## config.mk

```make
export PLATFORM = sky130hd
export DESIGN_NAME = seven_segment_serial_display_driver
export DESIGN_NICKNAME = d
export VERILOG_FILES = /design/src/rtl/ssd_pkg.sv /design/src/rtl/seven_segment_serial_display_driver.sv
export SDC_FILE = /design/constraint.sdc
export NUM_CORES = 1
export LEC_CHECK = 0
export BUFFER_PORTS_ARGS = -buffer_cell sky130_fd_sc_hd__buf_2
export CAP_MARGIN = 30
export CORE_UTILIZATION = 45
export DETAILED_ROUTE_END_ITERATION = 8
export HOLD_SLACK_MARGIN = 0.03
export SYNTH_ARGS = -nofsm -noshare
export SYNTH_HDL_FRONTEND = slang
export SYNTH_SLANG_ARGS = --single-unit
```

## constraint.sdc

```tcl
create_clock -name clk -period 7 [get_ports clk]
set_input_delay 0 -clock clk [delete_from_list [all_inputs] [get_ports clk]]
set_output_delay 0 -clock clk [all_outputs]
set_load 0.03 [all_outputs]
```

## src/rtl/ssd_pkg.sv

```systemverilog
`default_nettype none
// ----------------------------------------------------------------------------
// Seven-segment driver package
// Shared types, segment constants and glyph lookup functions for the
// four-digit serial seven-segment display driver.
// ----------------------------------------------------------------------------
package ssd_pkg;

	// Number of bits in one segment pattern (four digits of eight bits).
	localparam int WORD_BITS = 32;

	// Default number of display chains.
	localparam int NUM_CHAINS_DEF = 20;

	// Fixed patterns: "oflo", "uflo" and the minus sign.
	localparam logic [31:0] PAT_OFLO  = 32'h5c38715c;
	localparam logic [31:0] PAT_UFLO  = 32'h5c38711c;
	localparam logic [7:0]  SEG_MINUS = 8'h40;

	// Display limits.
	localparam logic [15:0] UNSIGNED_LIMIT = 16'd10000;
	localparam logic [16:0] NEG_LIMIT      = 17'd1000;
	localparam logic [16:0] NEG_WRAP       = 17'h10000;

	// Reciprocal multipliers for the decimal split (exact for the ranges used).
	localparam logic [13:0] RECIP_1000 = 14'd8389;  // 2^23 / 1000, rounded up
	localparam int          SHIFT_1000 = 23;
	localparam logic [5:0]  RECIP_100  = 6'd41;     // 2^12 / 100, rounded up
	localparam int          SHIFT_100  = 12;
	localparam logic [7:0]  RECIP_10   = 8'd205;    // 2^11 / 10, rounded up
	localparam int          SHIFT_10   = 11;

	localparam logic [13:0] TEN_3 = 14'd1000;
	localparam logic [9:0]  TEN_2 = 10'd100;
	localparam logic [6:0]  TEN_1 = 7'd10;

	// Character handling.
	localparam logic [3:0] CHAR_DIGIT_NIBBLE = 4'h3;
	localparam logic [7:0] CHAR_LOWER_BIT    = 8'h20;
	localparam logic [7:0] CHAR_LOWER_A      = 8'h61;
	localparam logic [7:0] NUM_LETTERS       = 8'd26;

	// Request kinds.
	typedef enum logic [1:0] {
		REQ_UNSIGNED = 2'd0,
		REQ_SIGNED   = 2'd1,
		REQ_CHARS    = 2'd2,
		REQ_RAW      = 2'd3
	} req_kind_t;

	// Input word: one display request.
	typedef struct packed {
		logic [1:0]  req_type;
		logic [4:0]  display_index;
		logic [15:0] number;
		logic [31:0] payload;
	} req_t;

	// Output word: one serial bit.
	typedef struct packed {
		logic       segment_bit;
		logic       latch_strobe;
		logic [4:0] chain_select;
	} ser_t;

	// Segment code of a decimal digit; codes above nine are blank.
	function automatic logic [7:0] digit_glyph(input logic [3:0] d);
		logic [7:0] g;
		unique case (d)
			4'd0:    g = 8'h3f;
			4'd1:    g = 8'h06;
			4'd2:    g = 8'h5b;
			4'd3:    g = 8'h4f;
			4'd4:    g = 8'h66;
			4'd5:    g = 8'h6d;
			4'd6:    g = 8'h7d;
			4'd7:    g = 8'h07;
			4'd8:    g = 8'h7f;
			4'd9:    g = 8'h6f;
			default: g = 8'h00;
		endcase
		return g;
	endfunction

	// Segment code of a letter by alphabet position; beyond 'z' is blank.
	function automatic logic [7:0] letter_glyph(input logic [4:0] i);
		logic [7:0] g;
		unique case (i)
			5'd0:    g = 8'h5f;
			5'd1:    g = 8'h7c;
			5'd2:    g = 8'h58;
			5'd3:    g = 8'h5e;
			5'd4:    g = 8'h7b;
			5'd5:    g = 8'h71;
			5'd6:    g = 8'h6f;
			5'd7:    g = 8'h74;
			5'd8:    g = 8'h04;
			5'd9:    g = 8'h0c;
			5'd10:   g = 8'h76;
			5'd11:   g = 8'h38;
			5'd12:   g = 8'h54;
			5'd13:   g = 8'h54;
			5'd14:   g = 8'h5c;
			5'd15:   g = 8'h73;
			5'd16:   g = 8'h67;
			5'd17:   g = 8'h50;
			5'd18:   g = 8'h6d;
			5'd19:   g = 8'h78;
			5'd20:   g = 8'h1c;
			5'd21:   g = 8'h3e;
			5'd22:   g = 8'h7e;
			5'd23:   g = 8'h76;
			5'd24:   g = 8'h6e;
			5'd25:   g = 8'h5b;
			default: g = 8'h00;
		endcase
		return g;
	endfunction

	// Segment code of one ASCII character: digits, letters of either case,
	// and blank for anything else.
	function automatic logic [7:0] char_glyph(input logic [7:0] c);
		logic [7:0] idx;
		logic [7:0] g;
		idx = (c | CHAR_LOWER_BIT) - CHAR_LOWER_A;
		if (c[7:4] == CHAR_DIGIT_NIBBLE) begin
			g = digit_glyph(c[3:0]);
		end else if (idx < NUM_LETTERS) begin
			g = letter_glyph(idx[4:0]);
		end else begin
			g = 8'h00;
		end
		return g;
	endfunction

endpackage
`default_nettype wire

```

## src/rtl/seven_segment_serial_display_driver.sv

```systemverilog
`default_nettype none
// ----------------------------------------------------------------------------
// Seven-segment serial display driver
// Turns each display request into a 32-bit, four-digit segment pattern and
// shifts it out one bit per word, most significant bit first.
// ----------------------------------------------------------------------------
//
// Usage:
//   req channel (req_valid, req_stall, req) takes one display request per
//   word. Requests that name a chain at or beyond NUM_CHAINS are dropped.
//   res channel (res_valid, res_stall, res) gives 32 words per request, one
//   pattern bit each, with latch_strobe set on the 32nd bit.
//   Four pipeline stages (decode, thousands, hundreds, tens/ones and
//   assembly) feed the output shifter, which gives one bit per cycle
//   while res is not stalled.
//   The single output shifter holds one pattern and loads the next only
//   after its last bit is taken; up to four further requests wait in the
//   pipeline behind it, taken back to back while a pattern is shifted.
//   Reset clears all valid bits and the bit counter; no words are in flight.
//   A stall on res holds the current bit; the pipeline fills behind it and
//   req_stall rises only once every stage holds a request.
//
module seven_segment_serial_display_driver #(
	parameter int NUM_CHAINS = ssd_pkg::NUM_CHAINS_DEF
) (
	input  wire logic          clk,
	input  wire logic          arst_n,
	input  wire logic          req_valid,
	output logic               req_stall,
	input  wire ssd_pkg::req_t req,
	output logic               res_valid,
	input  wire logic          res_stall,
	output ssd_pkg::ser_t      res
);

	localparam logic [4:0] LAST_BIT = 5'(ssd_pkg::WORD_BITS - 1);

	// Stage enables and handshake.
	logic en_s1, en_s2, en_s3, en_s4;
	logic req_take, res_take, sh_last, sh_free;
	logic chain_ok;

	// Stage 1: decode.
	logic        v_s1, dec_s1, minus_s1;
	logic [31:0] word_s1;
	logic [13:0] mag_s1;
	logic [4:0]  chain_s1;

	// Stage 2: thousands.
	logic        v_s2, dec_s2, minus_s2;
	logic [31:0] word_s2;
	logic [3:0]  thou_s2;
	logic [9:0]  rem_s2;
	logic [4:0]  chain_s2;

	// Stage 3: hundreds.
	logic        v_s3, dec_s3, minus_s3;
	logic [31:0] word_s3;
	logic [3:0]  thou_s3, hund_s3;
	logic [6:0]  rem_s3;
	logic [4:0]  chain_s3;

	// Stage 4: final pattern.
	logic        v_s4;
	logic [31:0] word_s4;
	logic [4:0]  chain_s4;

	// Output shifter.
	logic        sh_valid_q;
	logic [4:0]  sh_cnt_q;
	logic [31:0] sh_word_q;
	logic [4:0]  sh_chain_q;

	// Combinational stage results.
	logic        dec_c, minus_c;
	logic [31:0] word_c;
	logic [13:0] mag_c;
	logic [16:0] mag_neg_c;
	logic [27:0] prod_th_c;
	logic [3:0]  thou_c;
	logic [13:0] sub_th_c;
	logic [15:0] prod_hu_c;
	logic [3:0]  hund_c;
	logic [9:0]  sub_hu_c;
	logic [14:0] prod_te_c;
	logic [3:0]  tens_c, ones_c;
	logic [6:0]  sub_te_c;
	logic [31:0] dec_word_c;

	// Handshake and stage advance: a stage moves when it is empty or the
	// next one moves.
	assign res_take  = res_valid && !res_stall;
	assign sh_last   = (sh_cnt_q == LAST_BIT);
	assign sh_free   = !sh_valid_q || (res_take && sh_last);
	assign en_s4     = !v_s4 || sh_free;
	assign en_s3     = !v_s3 || en_s4;
	assign en_s2     = !v_s2 || en_s3;
	assign en_s1     = !v_s1 || en_s2;
	assign req_stall = !en_s1;
	assign req_take  = req_valid && en_s1;
	assign chain_ok  = (32'(req.display_index) < 32'(NUM_CHAINS));

	// Decode: special patterns, text and raw payloads go straight into the
	// word, numbers leave a magnitude below 10000 for the decimal stages.
	always_comb begin
		dec_c     = 1'b0;
		minus_c   = 1'b0;
		word_c    = req.payload;
		mag_c     = req.number[13:0];
		mag_neg_c = ssd_pkg::NEG_WRAP - {1'b0, req.number};
		unique case (req.req_type)
			ssd_pkg::REQ_UNSIGNED: begin
				if (req.number >= ssd_pkg::UNSIGNED_LIMIT) begin
					word_c = ssd_pkg::PAT_OFLO;
				end else begin
					dec_c = 1'b1;
				end
			end
			ssd_pkg::REQ_SIGNED: begin
				if (req.number[15]) begin
					if (mag_neg_c >= ssd_pkg::NEG_LIMIT) begin
						word_c = ssd_pkg::PAT_UFLO;
					end else begin
						dec_c   = 1'b1;
						minus_c = 1'b1;
						mag_c   = mag_neg_c[13:0];
					end
				end else if (req.number >= ssd_pkg::UNSIGNED_LIMIT) begin
					word_c = ssd_pkg::PAT_OFLO;
				end else begin
					dec_c = 1'b1;
				end
			end
			ssd_pkg::REQ_CHARS: begin
				word_c = {ssd_pkg::char_glyph(req.payload[31:24]),
					ssd_pkg::char_glyph(req.payload[23:16]),
					ssd_pkg::char_glyph(req.payload[15:8]),
					ssd_pkg::char_glyph(req.payload[7:0])};
			end
			ssd_pkg::REQ_RAW: begin
				word_c = req.payload;
			end
			default: begin
				word_c = req.payload;
			end
		endcase
	end

	// Thousands digit and remainder by reciprocal multiply.
	always_comb begin
		prod_th_c = 28'(mag_s1) * 28'(ssd_pkg::RECIP_1000);
		thou_c    = prod_th_c[ssd_pkg::SHIFT_1000 +: 4];
		sub_th_c  = 14'(thou_c) * ssd_pkg::TEN_3;
	end

	// Hundreds digit and remainder.
	always_comb begin
		prod_hu_c = 16'(rem_s2) * 16'(ssd_pkg::RECIP_100);
		hund_c    = prod_hu_c[ssd_pkg::SHIFT_100 +: 4];
		sub_hu_c  = 10'(hund_c) * ssd_pkg::TEN_2;
	end

	// Tens and ones digits, leading-zero blanking and pattern assembly.
	always_comb begin
		prod_te_c  = 15'(rem_s3) * 15'(ssd_pkg::RECIP_10);
		tens_c     = prod_te_c[ssd_pkg::SHIFT_10 +: 4];
		sub_te_c   = 7'(tens_c) * ssd_pkg::TEN_1;
		ones_c     = 4'(rem_s3 - sub_te_c);
		dec_word_c = {ssd_pkg::digit_glyph(ones_c), 24'h000000};
		if (thou_s3 != 4'd0 || hund_s3 != 4'd0 || tens_c != 4'd0) begin
			dec_word_c[23:16] = ssd_pkg::digit_glyph(tens_c);
		end
		if (thou_s3 != 4'd0 || hund_s3 != 4'd0) begin
			dec_word_c[15:8] = ssd_pkg::digit_glyph(hund_s3);
		end
		if (thou_s3 != 4'd0) begin
			dec_word_c[7:0] = ssd_pkg::digit_glyph(thou_s3);
		end
		if (minus_s3) begin
			dec_word_c[7:0] = dec_word_c[7:0] | ssd_pkg::SEG_MINUS;
		end
	end

	// Valid bits of the pipeline stages.
	always_ff @(posedge clk or negedge arst_n) begin
		if (!arst_n) begin
			v_s1 <= 1'b0;
			v_s2 <= 1'b0;
			v_s3 <= 1'b0;
			v_s4 <= 1'b0;
		end else begin
			if (en_s1) begin
				v_s1 <= req_take && chain_ok;
			end
			if (en_s2) begin
				v_s2 <= v_s1;
			end
			if (en_s3) begin
				v_s3 <= v_s2;
			end
			if (en_s4) begin
				v_s4 <= v_s3;
			end
		end
	end

	// Payload of the pipeline stages.
	always_ff @(posedge clk) begin
		if (en_s1) begin
			dec_s1   <= dec_c;
			minus_s1 <= minus_c;
			word_s1  <= word_c;
			mag_s1   <= mag_c;
			chain_s1 <= req.display_index;
		end
		if (en_s2) begin
			dec_s2   <= dec_s1;
			minus_s2 <= minus_s1;
			word_s2  <= word_s1;
			thou_s2  <= thou_c;
			rem_s2   <= 10'(mag_s1 - sub_th_c);
			chain_s2 <= chain_s1;
		end
		if (en_s3) begin
			dec_s3   <= dec_s2;
			minus_s3 <= minus_s2;
			word_s3  <= word_s2;
			thou_s3  <= thou_s2;
			hund_s3  <= hund_c;
			rem_s3   <= 7'(rem_s2 - sub_hu_c);
			chain_s3 <= chain_s2;
		end
		if (en_s4) begin
			word_s4  <= dec_s3 ? dec_word_c : word_s3;
			chain_s4 <= chain_s3;
		end
	end

	// Shifter control: load a new pattern when idle or after the last bit.
	always_ff @(posedge clk or negedge arst_n) begin
		if (!arst_n) begin
			sh_valid_q <= 1'b0;
			sh_cnt_q   <= '0;
		end else if (sh_free) begin
			sh_valid_q <= v_s4;
			sh_cnt_q   <= '0;
		end else if (res_take) begin
			sh_cnt_q <= sh_cnt_q + 5'd1;
		end
	end

	// Shifter data: the top bit is the bit on the output.
	always_ff @(posedge clk) begin
		if (sh_free && v_s4) begin
			sh_word_q  <= word_s4;
			sh_chain_q <= chain_s4;
		end else if (res_take) begin
			sh_word_q <= {sh_word_q[30:0], 1'b0};
		end
	end

	// Output word.
	assign res_valid          = sh_valid_q;
	assign res.segment_bit    = sh_word_q[31];
	assign res.latch_strobe   = sh_last;
	assign res.chain_select   = sh_chain_q;

endmodule
`default_nettype wire

```

==> impl_metrics.toml, run 1 <==
[cells_and_area]
final_common_cell = "edfxtp_1"
final_cell_mix = "edfxtp_1 (234), ha_1 (225), inv_1 (186)"
insertedDiodeCount = 0
nNetsFinal = 2138
multi_input_area_um2 = 9660
layout-drive-gt1-share_pct = 13.0
ff_latch_area_um2 = 7560
n_fill_cell = 3455
design_area_um2 = 20700
area_growth_pct = 14.9

[critical_path]
path_max_fanout = 4
critPathLaunchType = "flip-flop"
crit_path_start = "mag_s1[6]"
criticalPathCategory = "flip-flop to flip-flop"
r2r_slack_ns = 0.19
cpMaxStageDelayCell = "fa_1"
r2r-end = "rem_s2[8]"
critPathTopFamily = "adder cells"
cp_num_buf_inv = 5
slowest_delay_ns = 0.54
path_depth = 26
timing.rr.start = "mag_s1[6]"
path_common_cell = "ha_1"
arrival_ns = 7.10
cp.required_ns = 7.30
crit_end = "rem_s2[8]"
endpoint_kind = "flip-flop"
rr_worst_depth = 26

[detailed_routing]
drt_iter0_markers = 693
via_per_inst = 5.43
drtAntennaViolNets = 0
drc_errors = 0
wire_per_inst_um = 16.4
wirelength_mm = 38.4
first_pass_iters = 5
via_count = 12700

[timing]
worst_pin_slew_ns = 0.921
finClkSkew_ns = 0.0149
maxSlewViolCount = 0
period_share_pct = 97.2
setup_violations = 0
hold_violations = 0
timing.fmax_mhz = 147
period_minus_slack_ns = 6.81
slew_headroom_pct = 38.2

[floorplan]
io_pins = 68
coreArea_um2 = 39100
die_area_um2 = 40900
fp.dieW_um = 202
start_util_pct = 46.2
rows = 72
fp.dieH_um = 202

[place]
io_buffers = 67
gp_congestion = 0.897
post_dp_cell_area_um2 = 19000
dp_hpwl_mm = 27.8

[hold_path]
hp-class = "input pin to flip-flop"

[power]
pwr-share-seq_pct = 39.4
clkPwrFrac_pct = 29.4
swShare_pct = 30.3
power_mw = 4.61
p_sw_mw = 1.40
powerDensity_nw_per_um2 = 222
power_frac_comb_pct = 31.3
leakagePower_nw = 8.66
ir_drop_v = 0.000159
p_int_mw = 3.22

[run_status]
status = "finished clean"

[cts]
cts_tree = "yes"
cts.sinks = 258
clkLatencyLatePin_ns = 0.55
numCtsBuffers = 28
cts_buffer_depth = 3
clk_pin_slew_worst_paths_ns = 0.06
root_buffer = "clkbuf_16"
h-tree-depth = 1

[synthesis]
synth_top_family_by_area = "adder cells"
netlist_area_um2 = 18000
synth_fa_ha_area_share_pct = 20.6
synth_cell_types = 86
synth_edf_count = 234
postSynth.asyncResetShare_pct = 3.88
ys_seq_elements = 258
syn_nets = 1999
yosysWarnings = 0
seq_area_frac_synth_pct = 41.9
yosys.area_share.simple_pct = 10.4
synthMuxAreaShare_pct = 3.76
yosys_most_used_dff = "edfxtp_1"
synthXorXnorAreaFrac_pct = 3.59
syn_inst = 1668
synth_compound_area_share_pct = 14.2
syn_avg_cell_area_um2 = 10.8

[grt]
grt_max_degree = 57
antenna_found_initial = 0
grt_pass1_vias = 12400
grt_usage_pct = 18.7
grt-ovfl-total = 0
grt_pass1_wl_mm = 63.0

[job]
maxCapViolCount = 0
==> cell type report <==
class,count,area share (%)
sequential,258,36.5
inverter,189,3.42
tap,518,3.13
clock buffer,38,3.56
multi-input combinational,1157,46.6
clock inverter,11,0.525
timing repair buffer,173,6.29
==> worst min path at each step <==
stage,start,cells past startpoint,slack [ns],endpoint
finish,req[53],3,0.07,word_s1[19]
global route,req[53],3,0.06,word_s1[19]
CTS,req[53],3,0.05,word_s1[19]
detailed placement,arst_n,1,-0.12,sh_cnt_q[3]
global placement,arst_n,1,-0.13,sh_cnt_q[4]
floorplan,arst_n,0,-0.30,res_valid
==> sequential cells by signal (all words and copies together) (netlist names), 7 cells and up, named ones only <==
| name | count |
|---|---|
| rem_s2 | 10 |
| rem_s3 | 7 |
| word_s3 | 32 |
| word_s2 | 32 |
| mag_s1 | 14 |
| sh_word_q | 32 |
| word_s1 | 32 |
| word_s4 | 32 |
==> cells in the mapped netlist, types with 8 or more instances <==
cell	n	area share [%]
a21o_1	25	1.0
o2bb2ai_1	11	0.53
nand3_1	35	0.97
ha_1	233	16
nor3b_1	8	0.33
buf_2	12	0.33
xor2_1	20	0.97
a211oi_1	13	0.54
a21oi_1	82	2.3
edfxtp_1	234	39
dfrtp_1	10	1.4
nor3_1	24	0.67
nor2b_1	27	0.94
mux2_2	33	2.1
a22o_1	8	0.39
xnor2_1	39	1.9
nor2_1	70	1.5
clkbuf_1	42	0.87
o211ai_1	13	0.54
a31oi_1	18	0.62
o21ai_0	89	2.5
nand2_1	115	2.4
mux2i_1	24	1.3
and3_1	9	0.31
o22ai_1	35	1.2
a2bb2oi_1	9	0.44
inv_1	188	3.9
and2_1	9	0.31
dfxtp_1	14	1.6
nand2b_1	14	0.49
fa_1	39	4.3
==> per-stage QoR <==
step                 TNS, ns  setup slack (ns)  utilization (%)  hold slack [ns]  cells
finish                     0             0.195             53.0           0.0687   2344
global route         -0.0797           -0.0533             53.0           0.0640   2344
CTS                        0            0.0309             52.3           0.0454   2326
detailed placement  -0.00131          -0.00131             48.5           -0.125   2213
global placement           0             0.168             48.4           -0.129   2211
floorplan                  0             0.235                -           -0.296   1668
==> power groups by stage <==
stage	sequential (mW)	combinational, mW	clock (mW)
after floorplan	1.84	1.00	0
after global placement	1.85	1.27	0
after detailed placement	1.85	1.30	0
after CTS	1.82	1.35	1.39
after global routing	1.82	1.63	1.45
final	1.82	1.44	1.35
==> cell families (layout without fill, tap and decap cells) <==
| kind of cell | after synthesis | in the layout |
|---|---|---|
| compound gates | 391 | 391 |
| simple gates | 367 | 367 |
| fa+ha+maj | 274 | 274 |
| flops | 258 | 258 |
| buf+inv | 253 | 411 |
| xor+xnor | 65 | 65 |
| mux | 60 | 60 |
==> worst register-to-register path: cells and delay by family (launching register included) <==
kind | cells | cell delay [ns]
flops | 1 | 0.43
xor+xnor | 2 | 0.29
buf+inv | 5 | 0.46
fa+ha+maj | 11 | 3.84
compound gates | 3 | 0.62
simple gates | 5 | 0.92
==> metal layers <==
layer	track usage, %	vias up	wire length [um]
met5	0	-	0
met4	3.95	0	579
met3	1.98	44	1510
met2	31.2	259	18000
met1	26.4	6050	18300
li1	-	6365	-
==> what timing repair did <==
item,4_1_cts,5_1_grt
hold endpoints to repair,64,0
hold buffers,64,0
gates cloned,0,0
gates resized for setup,2,24
setup endpoints to repair,1,3
pin swaps,0,22
buffers inserted,0,18
(Power assumes the default switching activity.)
==> run 2, diff against run 1 <==
--- a/config.mk
+++ b/config.mk
@@ -10,6 +10,7 @@
 export CORE_UTILIZATION = 45
 export DETAILED_ROUTE_END_ITERATION = 8
 export HOLD_SLACK_MARGIN = 0.03
+export RECOVER_POWER = 50
 export SYNTH_ARGS = -nofsm -noshare
 export SYNTH_HDL_FRONTEND = slang
 export SYNTH_SLANG_ARGS = --single-unit
==> impl_metrics.toml, run 2 (synthesis gave the netlist of run 1 again) <==
[run_status]
status = "finished with violations"
violations = "max-capacitance violations, max-slew violations"

[grt]
antenna_found_initial = 0
grt_pass1_wl_mm = 63.0
grt_pass1_vias = 12400
grt_usage_pct = 18.7
grt_max_degree = 57
grt-ovfl-total = 0

[timing]
finClkSkew_ns = 0.0148
setup_tns_ns = 0
maxSlewViolCount = 130
setup_violations = 0
slew_headroom_pct = -59.6
worst_pin_slew_ns = 2.39
timing.fmax_mhz = 147
hold_violations = 0
period_minus_slack_ns = 6.81
period_share_pct = 97.2

[floorplan]
fp.dieH_um = 202
io_pins = 68
coreArea_um2 = 39100
fp.dieW_um = 202
rows = 72
start_util_pct = 46.2
die_area_um2 = 40900

[cells_and_area]
layout-drive-gt1-share_pct = 11.8
area_growth_pct = 14.4
design_area_um2 = 20600
final_cell_mix = "edfxtp_1 (234), ha_1 (225), inv_1 (186)"
multi_input_area_um2 = 9630
final_common_cell = "edfxtp_1"
n_fill_cell = 3478
nNetsFinal = 2138
fin_util_pct = 52.8
insertedDiodeCount = 0
ff_latch_area_um2 = 7560
fin_cells = 2344

[critical_path]
r2r-end = "rem_s2[8]"
endpoint_kind = "flip-flop"
cp.required_ns = 7.30
r2r_slack_ns = 0.19
criticalPathCategory = "flip-flop to flip-flop"
crit_end = "rem_s2[8]"
arrival_ns = 7.10
rr_worst_depth = 26
critPathLaunchType = "flip-flop"
crit_path_start = "mag_s1[6]"
timing.rr.start = "mag_s1[6]"
path_max_fanout = 4

[place]
post-place-cells = 2213
dp_hpwl_mm = 27.8
gp_congestion = 0.897
io_buffers = 67
post_dp_cell_area_um2 = 19000

[cts]
root_buffer = "clkbuf_16"
h-tree-depth = 1
cts_tree = "yes"
cts.sinks = 258
clk_pin_slew_worst_paths_ns = 0.06
numCtsBuffers = 28
clkLatencyLatePin_ns = 0.55
cts_buffer_depth = 3

[detailed_routing]
wirelength_mm = 38.5
drc_errors = 0
first_pass_iters = 8
via_count = 12700
via_per_inst = 5.41
drtAntennaViolNets = 0
wire_per_inst_um = 16.4
drt_iter0_markers = 676

[hold_path]
hp-class = "input pin to flip-flop"

[power]
power_frac_comb_pct = 31.2
clkPwrFrac_pct = 29.4
p_int_mw = 3.21
swShare_pct = 30.3
p_sw_mw = 1.40
leakagePower_nw = 8.60
powerDensity_nw_per_um2 = 223
pwr-share-seq_pct = 39.4
ir_drop_v = 0.000160

[job]
maxCapViolCount = 3
-- run 2: metrics by stage --
step	power, mW	hold WS, ns	worst slack (ns)
2_1_floorplan	2.84	-0.296	0.235
3_3_place_gp	3.12	-0.129	0.168
6_report	4.61	0.0626	0.193
5_1_grt	4.91	0.0640	-0.0533
4_1_cts	4.56	0.0454	0.0309
3_5_place_dp	3.15	-0.125	-0.00131
-- run 2: what timing repair did --
item                                    CTS  global route
endpoints found under the setup margin    1             3
pin swaps                                 0            22
endpoints found under the hold margin    64             0
buffers inserted                          0            18
resized for setup                         2            24
hold buffers                             64             0
-- run 2: power by group through the flow --
stage	clock, mW	sequential, mW	combinational (mW)
4_1_cts	1.39	1.82	1.35
3_3_place_gp	0	1.85	1.27
3_5_place_dp	0	1.85	1.30
6_report	1.36	1.82	1.44
5_1_grt	1.45	1.82	1.63
2_1_floorplan	0	1.84	1.00
-- run 2: final cells by class --
type,count,area share (%)
Multi-Input combinational cell,1157,46.6
Sequential cell,258,36.6
Timing Repair Buffer,173,6.11
Clock buffer,38,3.58
Inverter,189,3.44
Tap cell,518,3.14
Clock inverter,11,0.527
-- run 2: worst min-delay path by stage --
stage	start	endpoint	slack, ns	depth (start not counted)
2_1_floorplan	arst_n	res_valid	-0.30	0
3_3_place_gp	arst_n	sh_cnt_q[4]	-0.13	1
3_5_place_dp	arst_n	sh_cnt_q[3]	-0.12	1
4_1_cts	req[53]	word_s1[19]	0.05	3
5_1_grt	req[53]	word_s1[19]	0.06	3
6_report	req[53]	word_s1[19]	0.06	3
-- run 2: per-layer routing --
layer  track usage (%)  vias to the layer above  wire length, um
met4              3.95                        0              542
met3              1.98                       40             1550
met1              26.4                     6015            18300
met2              31.2                      267            18100
met5                 0                        -                0
li1                  -                     6365                -
-- run 2: worst max-delay path: stages, from the launching register on --
cell,delay [ns]
edfxtp_1,0.43
buf_6,0.15
ha_1,0.18
ha_1,0.30
ha_1,0.28
ha_1,0.32
fa_1,0.54
inv_1,0.05
fa_1,0.49
inv_1,0.07
ha_4,0.25
and4_4,0.15
o2bb2ai_1,0.14
a211oi_2,0.25
nand3b_1,0.13
a21o_1,0.22
xnor2_2,0.15
buf_4,0.14
ha_1,0.27
inv_1,0.05
fa_1,0.49
fa_1,0.51
ha_2,0.21
or3_1,0.33
nor4_2,0.24
nor3_2,0.07
xor2_1,0.14
==> run 3, diff against run 2 <==
--- a/config.mk
+++ b/config.mk
@@ -8,6 +8,7 @@
 export BUFFER_PORTS_ARGS = -buffer_cell sky130_fd_sc_hd__buf_2
 export CAP_MARGIN = 30
 export CORE_UTILIZATION = 45
+export CTS_BUF_LIST = sky130_fd_sc_hd__clkbuf_2 sky130_fd_sc_hd__clkbuf_4 sky130_fd_sc_hd__clkbuf_8
 export DETAILED_ROUTE_END_ITERATION = 8
 export HOLD_SLACK_MARGIN = 0.03
 export RECOVER_POWER = 50
==> impl_metrics.toml, run 3 (synthesis gave the netlist of run 1 again) <==
[floorplan]
coreArea_um2 = 39100
die_area_um2 = 40900
fp.dieH_um = 202
io_pins = 68
start_util_pct = 46.2
fp.dieW_um = 202
rows = 72

[cells_and_area]
layout-drive-gt1-share_pct = 13.6
final_common_cell = "edfxtp_1"
fin_cells = 2375
area_growth_pct = 14.9
nNetsFinal = 2154
final_cell_mix = "edfxtp_1 (234), ha_1 (225), inv_1 (186)"
n_fill_cell = 3495
insertedDiodeCount = 0

[timing]
setup_ws_ns = 0.217
setup_violations = 0
hold-worst-slack_ns = 0.0767
worst_pin_slew_ns = 2.38
period_minus_slack_ns = 6.78
hold_violations = 0
maxSlewViolCount = 130
setup_tns_ns = 0
period_share_pct = 96.9
slew_headroom_pct = -58.7
finClkSkew_ns = 0.0264
timing.fmax_mhz = 147
rsz0062_at_grt = "yes"

[grt]
antenna_found_initial = 0
grt_usage_pct = 19.0
grt_pass1_vias = 12600
grt_pass1_wl_mm = 63.6
grt_max_degree = 57
grt-ovfl-total = 0

[cts]
numCtsBuffers = 44
cts.sinks = 258
cts_tree = "yes"
root_buffer = "clkbuf_8"
clkLatencyLatePin_ns = 0.57
h-tree-depth = 2
clk_pin_slew_worst_paths_ns = 0.06
cts_buffer_depth = 3

[hold_path]
hp-class = "input pin to flip-flop"

[place]
post-place-cells = 2213
dp_hpwl_mm = 27.8
gp_congestion = 0.897
io_buffers = 67
pre_cts_slack_ns = -0.00131

[critical_path]
criticalPathCategory = "flip-flop to flip-flop"
arrival_ns = 7.08
path_max_fanout = 4
cp.required_ns = 7.30
critPathLaunchType = "flip-flop"
endpoint_kind = "flip-flop"

[detailed_routing]
drc_errors = 0
first_pass_iters = 5
wirelength_mm = 38.7
drtAntennaViolNets = 0
via_count = 12900
drt_iter0_markers = 714
via_per_inst = 5.41
wire_per_inst_um = 16.3

[power]
p_int_mw = 3.27
p_sw_mw = 1.41
swShare_pct = 30.2
power_frac_comb_pct = 30.7
powerDensity_nw_per_um2 = 226
leakagePower_nw = 8.67
clkPwrFrac_pct = 30.4
ir_drop_v = 0.000146
power_mw = 4.68
pwr-share-seq_pct = 38.8

[run_status]
violations = "max-capacitance violations, max-slew violations"
status = "finished with violations"

[job]
maxCapViolCount = 3
==> run 3: metal layers <==
metal,vias up,global-route usage (%),wire length [um]
met5,-,0,0
met2,270,31.5,18200
met1,6124,26.3,18500
li1,6414,-,-
met3,47,2.50,1480
met4,0,4.97,601
==> run 3: repair_timing <==
item	in CTS	in global routing
hold buffers	65	0
hold endpoints to repair	64	0
setup buffers	0	17
endpoints found under the setup margin	1	3
pin swaps	0	23
resized for setup	2	24
==> run 3: cell type report <==
class	count	area (um^2)	area share [%]
multi-input cells	1157	9630	46.4
repair buffers	173	1260	6.10
clock buffers	63	779	3.76
well taps	518	648	3.12
inverters	189	709	3.42
clock inverters	17	159	0.766
flip-flops and latches	258	7560	36.4
==> run 3: worst max-delay path: stages (launching register included) <==
cell and delay, ns:
edfxtp_1 0.47, ha_1 0.32, ha_1 0.18, ha_1 0.27
ha_1 0.32, fa_1 0.56, inv_1 0.06, fa_1 0.49
inv_1 0.04, ha_1 0.30, and4_4 0.18, o2bb2ai_1 0.14
a211oi_2 0.25, nand3b_1 0.13, a21o_1 0.22, xnor2_2 0.15
buf_4 0.14, ha_1 0.27, inv_1 0.05, fa_1 0.49
fa_1 0.51, ha_2 0.21, or3_1 0.33, nor4_2 0.24
nor3_2 0.07, xor2_1 0.14
==> run 3: per-stage QoR <==
stage / cell area [um^2] / util, %
5_1_grt: 20700 / 53.1
4_1_cts: 20600 / 52.6
3_5_place_dp: 19000 / 48.5
3_3_place_gp: 18900 / 48.4
6_report: 20700 / 53.1
2_1_floorplan: 18000 / -
==> run 3: final timing paths <==
check                       startpoint          end  slack (ns)  cells past startpoint
max in group asynchronous       arst_n         v_s4        6.22                      3
min in group asynchronous       arst_n         v_s2        0.45                      3
min                            req[53]  word_s1[19]        0.08                      3
max                          mag_s1[5]    rem_s2[8]        0.22                     25
min reg2reg                word_s2[19]  word_s3[19]        0.40                      0
max reg2reg                  mag_s1[5]    rem_s2[8]        0.22                     25
==> run 3: power by group through the flow <==
stage / combinational (mW) / clock, mW / sequential (mW)
finish: 1.44 / 1.42 / 1.82
global route: 1.63 / 1.53 / 1.82
CTS: 1.35 / 1.47 / 1.82
detailed placement: 1.30 / 0 / 1.85
global placement: 1.27 / 0 / 1.85
floorplan: 1.00 / 0 / 1.84
